$ cat src/hw/rtl/ttf_pkg.sv
// Shared types and constants for the target track filter.
// Holds the channel payload structs, configuration layout and controller commands.
// No dependencies.
package ttf_pkg;

    typedef struct packed {
        logic               detected;
        logic signed [31:0] meas_pos_x;
        logic signed [31:0] meas_pos_y;
        logic signed [31:0] meas_pos_z;
        logic        [31:0] frame_time_ms;
    } in_item_t;

    typedef struct packed {
        logic               pose_valid;
        logic signed [31:0] pose_x;
        logic signed [31:0] pose_y;
        logic signed [31:0] pose_z;
        logic               holding;
        logic               track_locked;
        logic        [15:0] missed_count;
    } out_item_t;

    typedef struct packed {
        logic [23:0] process_noise;
        logic [23:0] measurement_noise;
        logic [15:0] hold_timeout_ms;
        logic [9:0]  max_missed_frames;
        logic [23:0] initial_covariance;
    } cfg_t;

    localparam int CFG_INDEX_W = 3;
    localparam int CFG_DATA_W  = 24;

    typedef enum logic [CFG_INDEX_W-1:0] {
        CFG_PROCESS_NOISE      = 3'd0,
        CFG_MEASUREMENT_NOISE  = 3'd1,
        CFG_HOLD_TIMEOUT_MS    = 3'd2,
        CFG_MAX_MISSED_FRAMES  = 3'd3,
        CFG_INITIAL_COVARIANCE = 3'd4
    } cfg_index_t;

    localparam logic [23:0] PROCESS_NOISE_RST      = 24'd655;
    localparam logic [23:0] MEASUREMENT_NOISE_RST  = 24'd6554;
    localparam logic [15:0] HOLD_TIMEOUT_MS_RST    = 16'd1000;
    localparam logic [9:0]  MAX_MISSED_FRAMES_RST  = 10'd10;
    localparam logic [23:0] INITIAL_COVARIANCE_RST = 24'd65536;

    // Multiply sequence: x, y, z axis updates, then covariance; one extra phase drains
    localparam int          MUL_PHASE_W   = 3;
    localparam logic [MUL_PHASE_W-1:0] PH_AXIS_X = 3'd0;
    localparam logic [MUL_PHASE_W-1:0] PH_AXIS_Y = 3'd1;
    localparam logic [MUL_PHASE_W-1:0] PH_AXIS_Z = 3'd2;
    localparam logic [MUL_PHASE_W-1:0] PH_COV    = 3'd3;
    localparam logic [MUL_PHASE_W-1:0] PH_DRAIN  = 3'd4;

    typedef struct packed {
        logic                   load;
        logic                   div_step;
        logic                   mul_step;
        logic [MUL_PHASE_W-1:0] phase;
        logic                   finish;
    } ctrl_cmd_t;

endpackage

$ cat src/hw/rtl/ttf_ctrl.sv
// Controller for the target track filter: sequences accept, divide, multiply, finish.
// Misses skip divide and multiply. Depends on ttf_pkg for the command struct.
module ttf_ctrl #(
    parameter int FRAC_BITS = 16
) (
    input  logic               aclk,
    input  logic               aresetn,
    input  logic               s_valid,
    input  logic               s_detected,
    output logic               s_ready,
    output logic               m_valid,
    input  logic               m_ready,
    output ttf_pkg::ctrl_cmd_t cmd
);

    localparam int CNT_W = $clog2(FRAC_BITS + 1);

    typedef enum logic [3:0] {
        ST_IDLE = 4'b0001,
        ST_DIV  = 4'b0010,
        ST_MUL  = 4'b0100,
        ST_FIN  = 4'b1000
    } state_t;

    state_t           state_reg, state_next;
    logic [CNT_W-1:0] cnt_reg, cnt_next;
    logic             out_valid_reg, out_valid_next;

    always_comb begin
        state_next     = state_reg;
        cnt_next       = cnt_reg;
        out_valid_next = out_valid_reg;
        cmd            = '0;
        cmd.phase      = cnt_reg[ttf_pkg::MUL_PHASE_W-1:0];
        if (out_valid_reg && m_ready) begin
            out_valid_next = 1'b0;
        end
        case (state_reg)
            ST_IDLE: begin
                if (s_valid) begin
                    cmd.load   = 1'b1;
                    cnt_next   = '0;
                    state_next = s_detected ? ST_DIV : ST_FIN;
                end
            end
            ST_DIV: begin
                cmd.div_step = 1'b1;
                if (cnt_reg == CNT_W'(FRAC_BITS)) begin
                    cnt_next   = '0;
                    state_next = ST_MUL;
                end else begin
                    cnt_next = cnt_reg + 1'b1;
                end
            end
            ST_MUL: begin
                cmd.mul_step = 1'b1;
                if (cnt_reg == CNT_W'(ttf_pkg::PH_DRAIN)) begin
                    cnt_next   = '0;
                    state_next = ST_FIN;
                end else begin
                    cnt_next = cnt_reg + 1'b1;
                end
            end
            ST_FIN: begin
                // hold the result until the output register frees up
                if (!out_valid_reg || m_ready) begin
                    cmd.finish     = 1'b1;
                    out_valid_next = 1'b1;
                    state_next     = ST_IDLE;
                end
            end
            default: begin
                state_next = ST_IDLE;
            end
        endcase
    end

    always_ff @(posedge aclk) begin
        if (!aresetn) begin
            state_reg     <= ST_IDLE;
            cnt_reg       <= '0;
            out_valid_reg <= 1'b0;
        end else begin
            state_reg     <= state_next;
            cnt_reg       <= cnt_next;
            out_valid_reg <= out_valid_next;
        end
    end

    assign s_ready = (state_reg == ST_IDLE);
    assign m_valid = out_valid_reg;

endmodule

$ cat src/hw/rtl/ttf_datapath.sv
// Datapath for the target track filter: track state, gain divider, shared multiplier
// and output register. Driven by commands from ttf_ctrl; depends on ttf_pkg.
module ttf_datapath #(
    parameter int FRAC_BITS = 16
) (
    input  logic               aclk,
    input  logic               aresetn,
    input  ttf_pkg::ctrl_cmd_t cmd,
    input  ttf_pkg::cfg_t      cfg,
    input  ttf_pkg::in_item_t  s_data,
    output ttf_pkg::out_item_t m_data
);

    localparam int GW = FRAC_BITS + 1;   // gain width, gain <= 1.0
    localparam int MW = 33;              // magnitude operand width
    localparam int PW = MW + GW;         // product width
    localparam int RW = 34;              // divider remainder width
    localparam logic [GW-1:0] ONE_G = GW'(1) << FRAC_BITS;
    localparam logic [PW-1:0] HALF  = PW'(1) << (FRAC_BITS - 1);

    ttf_pkg::in_item_t  in_reg;
    ttf_pkg::out_item_t out_reg;

    logic [31:0]   est_x_reg, est_y_reg, est_z_reg;
    logic [31:0]   cov_reg;
    logic          locked_reg;
    logic [15:0]   miss_reg;
    logic          known_reg;
    logic          running_reg;
    logic [31:0]   start_reg;

    logic [31:0]   p_reg;
    logic [32:0]   den_reg;
    logic          den_zero_reg;
    logic [RW-1:0] rem_reg;
    logic [GW-1:0] quot_reg;
    logic [PW-1:0] prod_reg;
    logic          neg_reg;

    // predicted covariance, also the miss-path covariance
    logic [32:0]   p_sum;
    logic [31:0]   p_sat;
    logic [32:0]   den;

    logic          div_ge;
    logic [RW-1:0] rem_after;

    logic [GW-1:0] gain_eff;
    logic [31:0]   est_sel;
    logic [31:0]   meas_sel;
    logic [32:0]   diff;
    logic          diff_neg;
    logic [MW-1:0] mag;
    logic [MW-1:0] mul_a;
    logic [GW-1:0] mul_b;
    logic [PW-1:0] product;

    logic [PW-1:0] rounded;
    logic [31:0]   delta;
    logic [31:0]   est_apply;
    logic [31:0]   est_upd;
    logic [31:0]   cov_upd;

    logic [15:0]   miss_inc;
    logic [31:0]   start_eff;
    logic [31:0]   elapsed;
    logic          hold;
    logic          drop;

    always_comb begin
        p_sum = {1'b0, cov_reg} + 33'(cfg.process_noise);
        p_sat = p_sum[32] ? 32'hFFFF_FFFF : p_sum[31:0];
        den   = {1'b0, p_sat} + 33'(cfg.measurement_noise);
    end

    // restoring divider, one quotient bit per step
    always_comb begin
        div_ge    = (rem_reg >= RW'(den_reg));
        rem_after = div_ge ? (rem_reg - RW'(den_reg)) : rem_reg;
    end

    // operand select for the shared multiplier
    always_comb begin
        gain_eff = den_zero_reg ? '0 : quot_reg;
        case (cmd.phase)
            ttf_pkg::PH_AXIS_X: begin est_sel = est_x_reg; meas_sel = in_reg.meas_pos_x; end
            ttf_pkg::PH_AXIS_Y: begin est_sel = est_y_reg; meas_sel = in_reg.meas_pos_y; end
            ttf_pkg::PH_AXIS_Z: begin est_sel = est_z_reg; meas_sel = in_reg.meas_pos_z; end
            default:            begin est_sel = est_x_reg; meas_sel = in_reg.meas_pos_x; end
        endcase
        diff     = {meas_sel[31], meas_sel} - {est_sel[31], est_sel};
        diff_neg = diff[32];
        mag      = diff_neg ? (MW'(0) - diff) : diff;
        if (cmd.phase == ttf_pkg::PH_COV) begin
            mul_a = {1'b0, p_reg};
            mul_b = ONE_G - gain_eff;
        end else begin
            mul_a = mag;
            mul_b = gain_eff;
        end
        product = PW'(mul_a) * PW'(mul_b);
    end

    // apply the product registered in the previous phase
    always_comb begin
        case (cmd.phase)
            ttf_pkg::PH_AXIS_Y: est_apply = est_x_reg;
            ttf_pkg::PH_COV:    est_apply = est_z_reg;
            default:            est_apply = est_y_reg;
        endcase
        rounded = prod_reg + HALF;
        delta   = rounded[FRAC_BITS +: 32];
        est_upd = neg_reg ? (est_apply - delta) : (est_apply + delta);
        cov_upd = prod_reg[FRAC_BITS +: 32];
    end

    // missed-frame bookkeeping
    always_comb begin
        miss_inc  = (miss_reg != 16'hFFFF) ? (miss_reg + 16'd1) : miss_reg;
        start_eff = running_reg ? start_reg : in_reg.frame_time_ms;
        elapsed   = in_reg.frame_time_ms - start_eff;
        hold      = known_reg && (elapsed <= 32'(cfg.hold_timeout_ms));
        drop      = !hold && (miss_inc > 16'(cfg.max_missed_frames));
    end

    always_ff @(posedge aclk) begin
        if (!aresetn) begin
            est_x_reg   <= '0;
            est_y_reg   <= '0;
            est_z_reg   <= '0;
            cov_reg     <= 32'(ttf_pkg::INITIAL_COVARIANCE_RST);
            locked_reg  <= 1'b0;
            miss_reg    <= '0;
            known_reg   <= 1'b0;
            running_reg <= 1'b0;
            start_reg   <= '0;
        end else begin
            if (cmd.mul_step) begin
                case (cmd.phase)
                    ttf_pkg::PH_AXIS_Y: est_x_reg <= est_upd;
                    ttf_pkg::PH_AXIS_Z: est_y_reg <= est_upd;
                    ttf_pkg::PH_COV:    est_z_reg <= est_upd;
                    ttf_pkg::PH_DRAIN:  cov_reg   <= cov_upd;
                    default: begin
                    end
                endcase
            end
            if (cmd.finish) begin
                if (in_reg.detected) begin
                    locked_reg  <= 1'b1;
                    miss_reg    <= '0;
                    known_reg   <= 1'b1;
                    running_reg <= 1'b0;
                    start_reg   <= '0;
                end else if (drop) begin
                    // drop the track entirely
                    est_x_reg   <= '0;
                    est_y_reg   <= '0;
                    est_z_reg   <= '0;
                    cov_reg     <= 32'(cfg.initial_covariance);
                    locked_reg  <= 1'b0;
                    miss_reg    <= '0;
                    known_reg   <= 1'b0;
                    running_reg <= 1'b0;
                    start_reg   <= '0;
                end else begin
                    cov_reg     <= p_sat;
                    miss_reg    <= miss_inc;
                    running_reg <= 1'b1;
                    start_reg   <= start_eff;
                end
            end
        end
    end

    always_ff @(posedge aclk) begin
        if (cmd.load) begin
            in_reg       <= s_data;
            p_reg        <= p_sat;
            den_reg      <= den;
            den_zero_reg <= (den == '0);
            rem_reg      <= RW'(p_sat);
            quot_reg     <= '0;
        end
        if (cmd.div_step) begin
            rem_reg  <= {rem_after[RW-2:0], 1'b0};
            quot_reg <= {quot_reg[GW-2:0], div_ge};
        end
        if (cmd.mul_step && (cmd.phase != ttf_pkg::PH_DRAIN)) begin
            prod_reg <= product;
            neg_reg  <= diff_neg;
        end
        if (cmd.finish) begin
            if (in_reg.detected) begin
                out_reg.pose_valid   <= 1'b1;
                out_reg.pose_x       <= est_x_reg;
                out_reg.pose_y       <= est_y_reg;
                out_reg.pose_z       <= est_z_reg;
                out_reg.holding      <= 1'b0;
                out_reg.track_locked <= 1'b1;
                out_reg.missed_count <= '0;
            end else begin
                out_reg.pose_valid   <= hold;
                out_reg.pose_x       <= hold ? est_x_reg : '0;
                out_reg.pose_y       <= hold ? est_y_reg : '0;
                out_reg.pose_z       <= hold ? est_z_reg : '0;
                out_reg.holding      <= hold;
                out_reg.track_locked <= drop ? 1'b0 : locked_reg;
                out_reg.missed_count <= drop ? 16'd0 : miss_inc;
            end
        end
    end

    assign m_data = out_reg;

endmodule

$ cat src/hw/rtl/target_track_filter_core.sv
// Target track filter top level: one result per camera frame.
// Detected frame: accept, then the F+1 step gain divider and the five-phase shared
// multiplier, then the result. Missed frame: accept goes straight to the result.
// One item in flight at a time; next item accepted once the result is registered.
// Synchronous active-low reset restores the configuration, the track state and the controller.
// Instantiates ttf_ctrl and ttf_datapath; depends on ttf_pkg.
module target_track_filter_core #(
    parameter int FRAC_BITS = 16
) (
    input  logic                                aclk,
    input  logic                                aresetn,
    input  logic                                s_valid,
    output logic                                s_ready,
    input  ttf_pkg::in_item_t                   s_data,
    output logic                                m_valid,
    input  logic                                m_ready,
    output ttf_pkg::out_item_t                  m_data,
    input  logic                                cfg_valid,
    output logic                                cfg_ready,
    input  logic [ttf_pkg::CFG_INDEX_W-1:0]     cfg_index,
    input  logic [ttf_pkg::CFG_DATA_W-1:0]      cfg_data
);

    ttf_pkg::cfg_t      cfg_reg;
    ttf_pkg::ctrl_cmd_t cmd;

    assign cfg_ready = 1'b1;

    always_ff @(posedge aclk) begin
        if (!aresetn) begin
            cfg_reg.process_noise      <= ttf_pkg::PROCESS_NOISE_RST;
            cfg_reg.measurement_noise  <= ttf_pkg::MEASUREMENT_NOISE_RST;
            cfg_reg.hold_timeout_ms    <= ttf_pkg::HOLD_TIMEOUT_MS_RST;
            cfg_reg.max_missed_frames  <= ttf_pkg::MAX_MISSED_FRAMES_RST;
            cfg_reg.initial_covariance <= ttf_pkg::INITIAL_COVARIANCE_RST;
        end else if (cfg_valid && cfg_ready) begin
            // ignore indexes past the register list
            case (cfg_index)
                ttf_pkg::CFG_PROCESS_NOISE:      cfg_reg.process_noise      <= cfg_data;
                ttf_pkg::CFG_MEASUREMENT_NOISE:  cfg_reg.measurement_noise  <= cfg_data;
                ttf_pkg::CFG_HOLD_TIMEOUT_MS:    cfg_reg.hold_timeout_ms    <= cfg_data[15:0];
                ttf_pkg::CFG_MAX_MISSED_FRAMES:  cfg_reg.max_missed_frames  <= cfg_data[9:0];
                ttf_pkg::CFG_INITIAL_COVARIANCE: cfg_reg.initial_covariance <= cfg_data;
                default: begin
                end
            endcase
        end
    end

    ttf_ctrl #(
        .FRAC_BITS (FRAC_BITS)
    ) u_ctrl (
        .aclk       (aclk),
        .aresetn    (aresetn),
        .s_valid    (s_valid),
        .s_detected (s_data.detected),
        .s_ready    (s_ready),
        .m_valid    (m_valid),
        .m_ready    (m_ready),
        .cmd        (cmd)
    );

    ttf_datapath #(
        .FRAC_BITS (FRAC_BITS)
    ) u_datapath (
        .aclk    (aclk),
        .aresetn (aresetn),
        .cmd     (cmd),
        .cfg     (cfg_reg),
        .s_data  (s_data),
        .m_data  (m_data)
    );

    // a missed frame accepted with the output register free passes the finish state, then raises m_valid
    a_miss_latency: assert property (@(posedge aclk) disable iff (!aresetn)
        (s_valid && s_ready && !s_data.detected && !m_valid) |=> ##1 m_valid)
        else $error("missed-frame transaction did not produce a result in time");

    // a held pose always comes from a locked track
    a_hold_locked: assert property (@(posedge aclk) disable iff (!aresetn)
        (m_valid && m_data.holding) |-> (m_data.pose_valid && m_data.track_locked))
        else $error("holding result without valid pose or lock");

    // an invalid pose carries zero coordinates
    a_invalid_zero: assert property (@(posedge aclk) disable iff (!aresetn)
        (m_valid && !m_data.pose_valid) |->
        (m_data.pose_x == '0 && m_data.pose_y == '0 && m_data.pose_z == '0))
        else $error("invalid pose with nonzero coordinates");

    // a fresh detection clears the miss count
    a_fresh_no_miss: assert property (@(posedge aclk) disable iff (!aresetn)
        (m_valid && m_data.pose_valid && !m_data.holding) |->
        (m_data.missed_count == '0 && m_data.track_locked))
        else $error("fresh pose with nonzero miss count or no lock");

endmodule

$ cat config.mk
export PLATFORM = sky130hd
export DESIGN_NAME = target_track_filter_core
export DESIGN_NICKNAME = d
export VERILOG_FILES = /design/src/hw/rtl/ttf_pkg.sv /design/src/hw/rtl/ttf_ctrl.sv /design/src/hw/rtl/ttf_datapath.sv /design/src/hw/rtl/target_track_filter_core.sv
export SDC_FILE = /design/constraint.sdc
export NUM_CORES = 2
export LEC_CHECK = 0
export ABC_AREA = 0
export BUFFER_PORTS_ARGS = -buffer_cell sky130_fd_sc_hd__buf_4
export CAP_MARGIN = 20
export CORE_UTILIZATION = 40
export CTS_CLUSTER_DIAMETER = 30
export DETAILED_ROUTE_END_ITERATION = 8
export PLACE_DENSITY = 0.66
export SKIP_LAST_GASP = 1
export SLEW_MARGIN = 25
export SYNTH_ARGS = -nofsm -noshare
export SYNTH_HDL_FRONTEND = slang
export SYNTH_SLANG_ARGS = --single-unit
$ cat constraint.sdc
create_clock -name aclk -period 13.99 [get_ports aclk]
set_input_delay 2.798 -clock aclk [delete_from_list [all_inputs] [get_ports aclk]]
set_output_delay 2.798 -clock aclk [all_outputs]
set_load 0.02 [all_outputs]
==> impl_results.md <==
* Post-route cell area at 66,900 sq um
* Die Wd at 380.3 um
* DRC at 0
* Clk_lat worst skew at 0.78 ns
* Mapped Area at 57,240 sq um
* Initial antenna violation count at 2
* # fillers at 13,381
* Largest register FFs at 129
* Reg clk slew, reported paths at 0.05 ns
* Final worst-path cycle share at 0.9082
* Area Overhead vs Synth at 16.88%
* Hold_ws at 0.4486 ns
* Max Transition Viols Final at 0
* Number of buffers created by CTS at 157
* Die ar. at 144,600 sq um
* Worst EP required at 14.46 ns
* Syn Nets at 7,320
* RSZ-0062 raised after global routing: false
* GRT Overall Usage at 0.2548
* Hold Path Sink: u_datapath.start_reg[6]
* CTS Hold Bufs at 0
* Critical Path Sink Type: register
* Nets at 7,530
* PortBufs at 277
* First-pass GRT wire length at 284.7 mm
* Hold crit path type: register to register
* Synth Register Bits at 682
* CTS max path bufs at 3
* Largest net degree at the start of global routing at 197
* Total I/O pin count at 279
* Worst Setup Start Kind: register
* DPL Wire Length at 140.9 mm
* Post-DR wirelength/cell at 21.66 um
* Root Buffer: clkbuf_16
* Hold path depth at 2
* Synth warn at 0
* # setup viols final at 0
* Worst Tran Pin Value at 1.077 ns
* Setup Buffers After CTS at 0
* Final min period at 12.71 ns
* Crit path DAT at 13.17 ns
* Total negative slack at 0 ns
* Top cell type's share of synthesized area at 0.2067
* Fraction of registers with async set/reset at 0
* Initial Util at 0.4038
* CTS Sinks at 682
* Status: finished clean
* Synth cell types at 85
* Routed Antenna Nets at 0
* Cell Rows at 138
* Routed wire length at 186.3 mm
* ANT cells at 0
* Final Skew at 0.04061 ns
* Critical path type: register to register
* H-tree depth at 4
* Yosys top cell by area: edfxtp_1
* R2R Path Start: u_ctrl.cnt_reg[0]
* Min-delay src: u_datapath.start_reg[6]
* Post-Syn Instances at 6,370
* DR vias/cell at 5.566
* CORE AREA at 141,800 sq um
* CP max-delay cell: a211oi_1
* Vias at 47,875
* Crit Path Max Fanout at 34
* Max Clk Rate at 78.70 MHz
* RD Place Congestion at 0.9631
* DRT Pass-1 Iters at 6
* Share of cells above drive strength 1 at 0.1097
* Number of global-route vias before repair at 47,947
* Total grt overflow at 0
* CTS tree: yes
* Largest cells by area after synthesis: edfxtp_1 (21%), fa_1 (16%), dfxtp_1 (10%)
* Crit Reg-Reg Endpoint: u_datapath.prod_reg[42]
* CTS resizes at 0
* Fin. Hold Viols at 0
* DR iter-0 viols at 3,816
* FF-to-FF setup slack at 1.28 ns
* Syn_area_per_cell at 8.985 sq um
* Worst Reg-to-Reg Cells at 44
* Post-synth EDFFs at 394
* Leading register cell type out of synthesis: edfxtp_1
* Max incr delay on CP at 0.63 ns
* Seq/Total Area, Yosys at 0.3074
* Post-DP Area at 61,320 sq um
* Rel. slew slack at 0.2773
* Die Ht at 380.3 um
* Max cap viols at 0
critical path: cells and delay by family, from the launching register on:
family	cells	cell delay, ns
compound gates	18	5.50
xor+xnor	1	0.16
simple gates	5	0.80
fa+ha+maj	10	4.22
buf+inv	9	1.04
mux	1	0.23
flops	1	0.41
cells by family (layout without fill, tap and decap cells):
group	count (synthesis)	in the layout	share of synthesized area
flops	682	682	0.3074
mux	115	115	0.02064
buf+inv	962	1304	0.06361
fa+ha+maj	789	789	0.2337
other cells	1	1	0.00006552
xor+xnor	279	279	0.04269
compound gates	1260	1260	0.1457
simple gates	2282	2282	0.1861
cells in the mapped netlist, drive strengths merged, types with 103 or more instances:
| cell type | count |
|---|---|
| xor2 | 109 |
| ha | 322 |
| a21o | 103 |
| a21boi | 130 |
| nor2b | 161 |
| nor2 | 343 |
| clkbuf | 272 |
| a21oi | 320 |
| xnor2 | 170 |
| dfxtp | 288 |
| and2 | 151 |
| inv | 661 |
| o21ai | 205 |
| nand3 | 110 |
| edfxtp | 394 |
| fa | 467 |
| nand2 | 1085 |
per-layer routing:
layer	vias to the layer above	wire length, um	global-route usage
met2	1963	88300	0.4244
met3	416	13210	0.04201
met1	23451	74820	0.3173
li1	22043	-	-
met4	2	9933	0.1310
met5	-	9	0
placed cells by master, fill, tap and decap left out, types with 24 or more instances in the layout:
cell	count
nand2_1	1083
inv_1	657
fa_1	467
edfxtp_1	394
buf_4	349
nor2_1	337
ha_1	321
a21oi_1	319
dfxtp_1	287
o21ai_0	190
xnor2_1	165
nor2b_1	158
clkbuf_16	158
and2_1	150
a21boi_0	114
nand3_1	109
xor2_1	109
a21o_1	103
nor3_1	92
mux2i_1	91
a22oi_1	66
o21a_1	65
and3_1	64
nand2b_1	63
a211oi_1	56
nand4_1	40
a22o_1	36
o211ai_1	36
a31oi_1	35
or2_2	33
or3_1	28
nor4_1	25
o21bai_1	24
mux2_2	24
per-stage QoR:
step | worst slack, ns | utilization | instances
after floorplan | 3.303 | - | 6370
after global placement | 1.549 | 0.4326 | 8311
after detailed placement | 1.393 | 0.4326 | 8311
after CTS | 1.300 | 0.4718 | 8602
after global routing | 0.5757 | 0.4719 | 8602
final | 1.284 | 0.4719 | 8602
cell type report:
| cell class | instances | area [sq um] | area share |
|---|---|---|---|
| clock buffers | 180 | 4086 | 0.06108 |
| inverters | 661 | 2491 | 0.03724 |
| repair buffers | 352 | 2671 | 0.03993 |
| flip-flops and latches | 682 | 17600 | 0.2631 |
| well taps | 1890 | 2365 | 0.03535 |
| multi-input cells | 4726 | 36220 | 0.5414 |
| clock inverters | 111 | 1470 | 0.02198 |
how the worst max path moves through the flow:
| stage | slack [ns] | start | end |
|---|---|---|---|
| final | 1.28 | u_ctrl.cnt_reg[0] | u_datapath.prod_reg[42] |
| after global routing | 0.58 | u_ctrl.cnt_reg[0] | u_datapath.prod_reg[42] |
| after CTS | 1.30 | u_ctrl.cnt_reg[0] | u_datapath.prod_reg[42] |
| after detailed placement | 1.39 | u_ctrl.cnt_reg[0] | u_datapath.prod_reg[42] |
| after global placement | 1.55 | u_ctrl.cnt_reg[0] | u_datapath.prod_reg[47] |
| after floorplan | 3.30 | u_ctrl.cnt_reg[0] | u_datapath.prod_reg[42] |
Power is left out: the tool's default activity adds up to more than one toggle a clock period on the data nets, which glitch-free logic cannot reach.
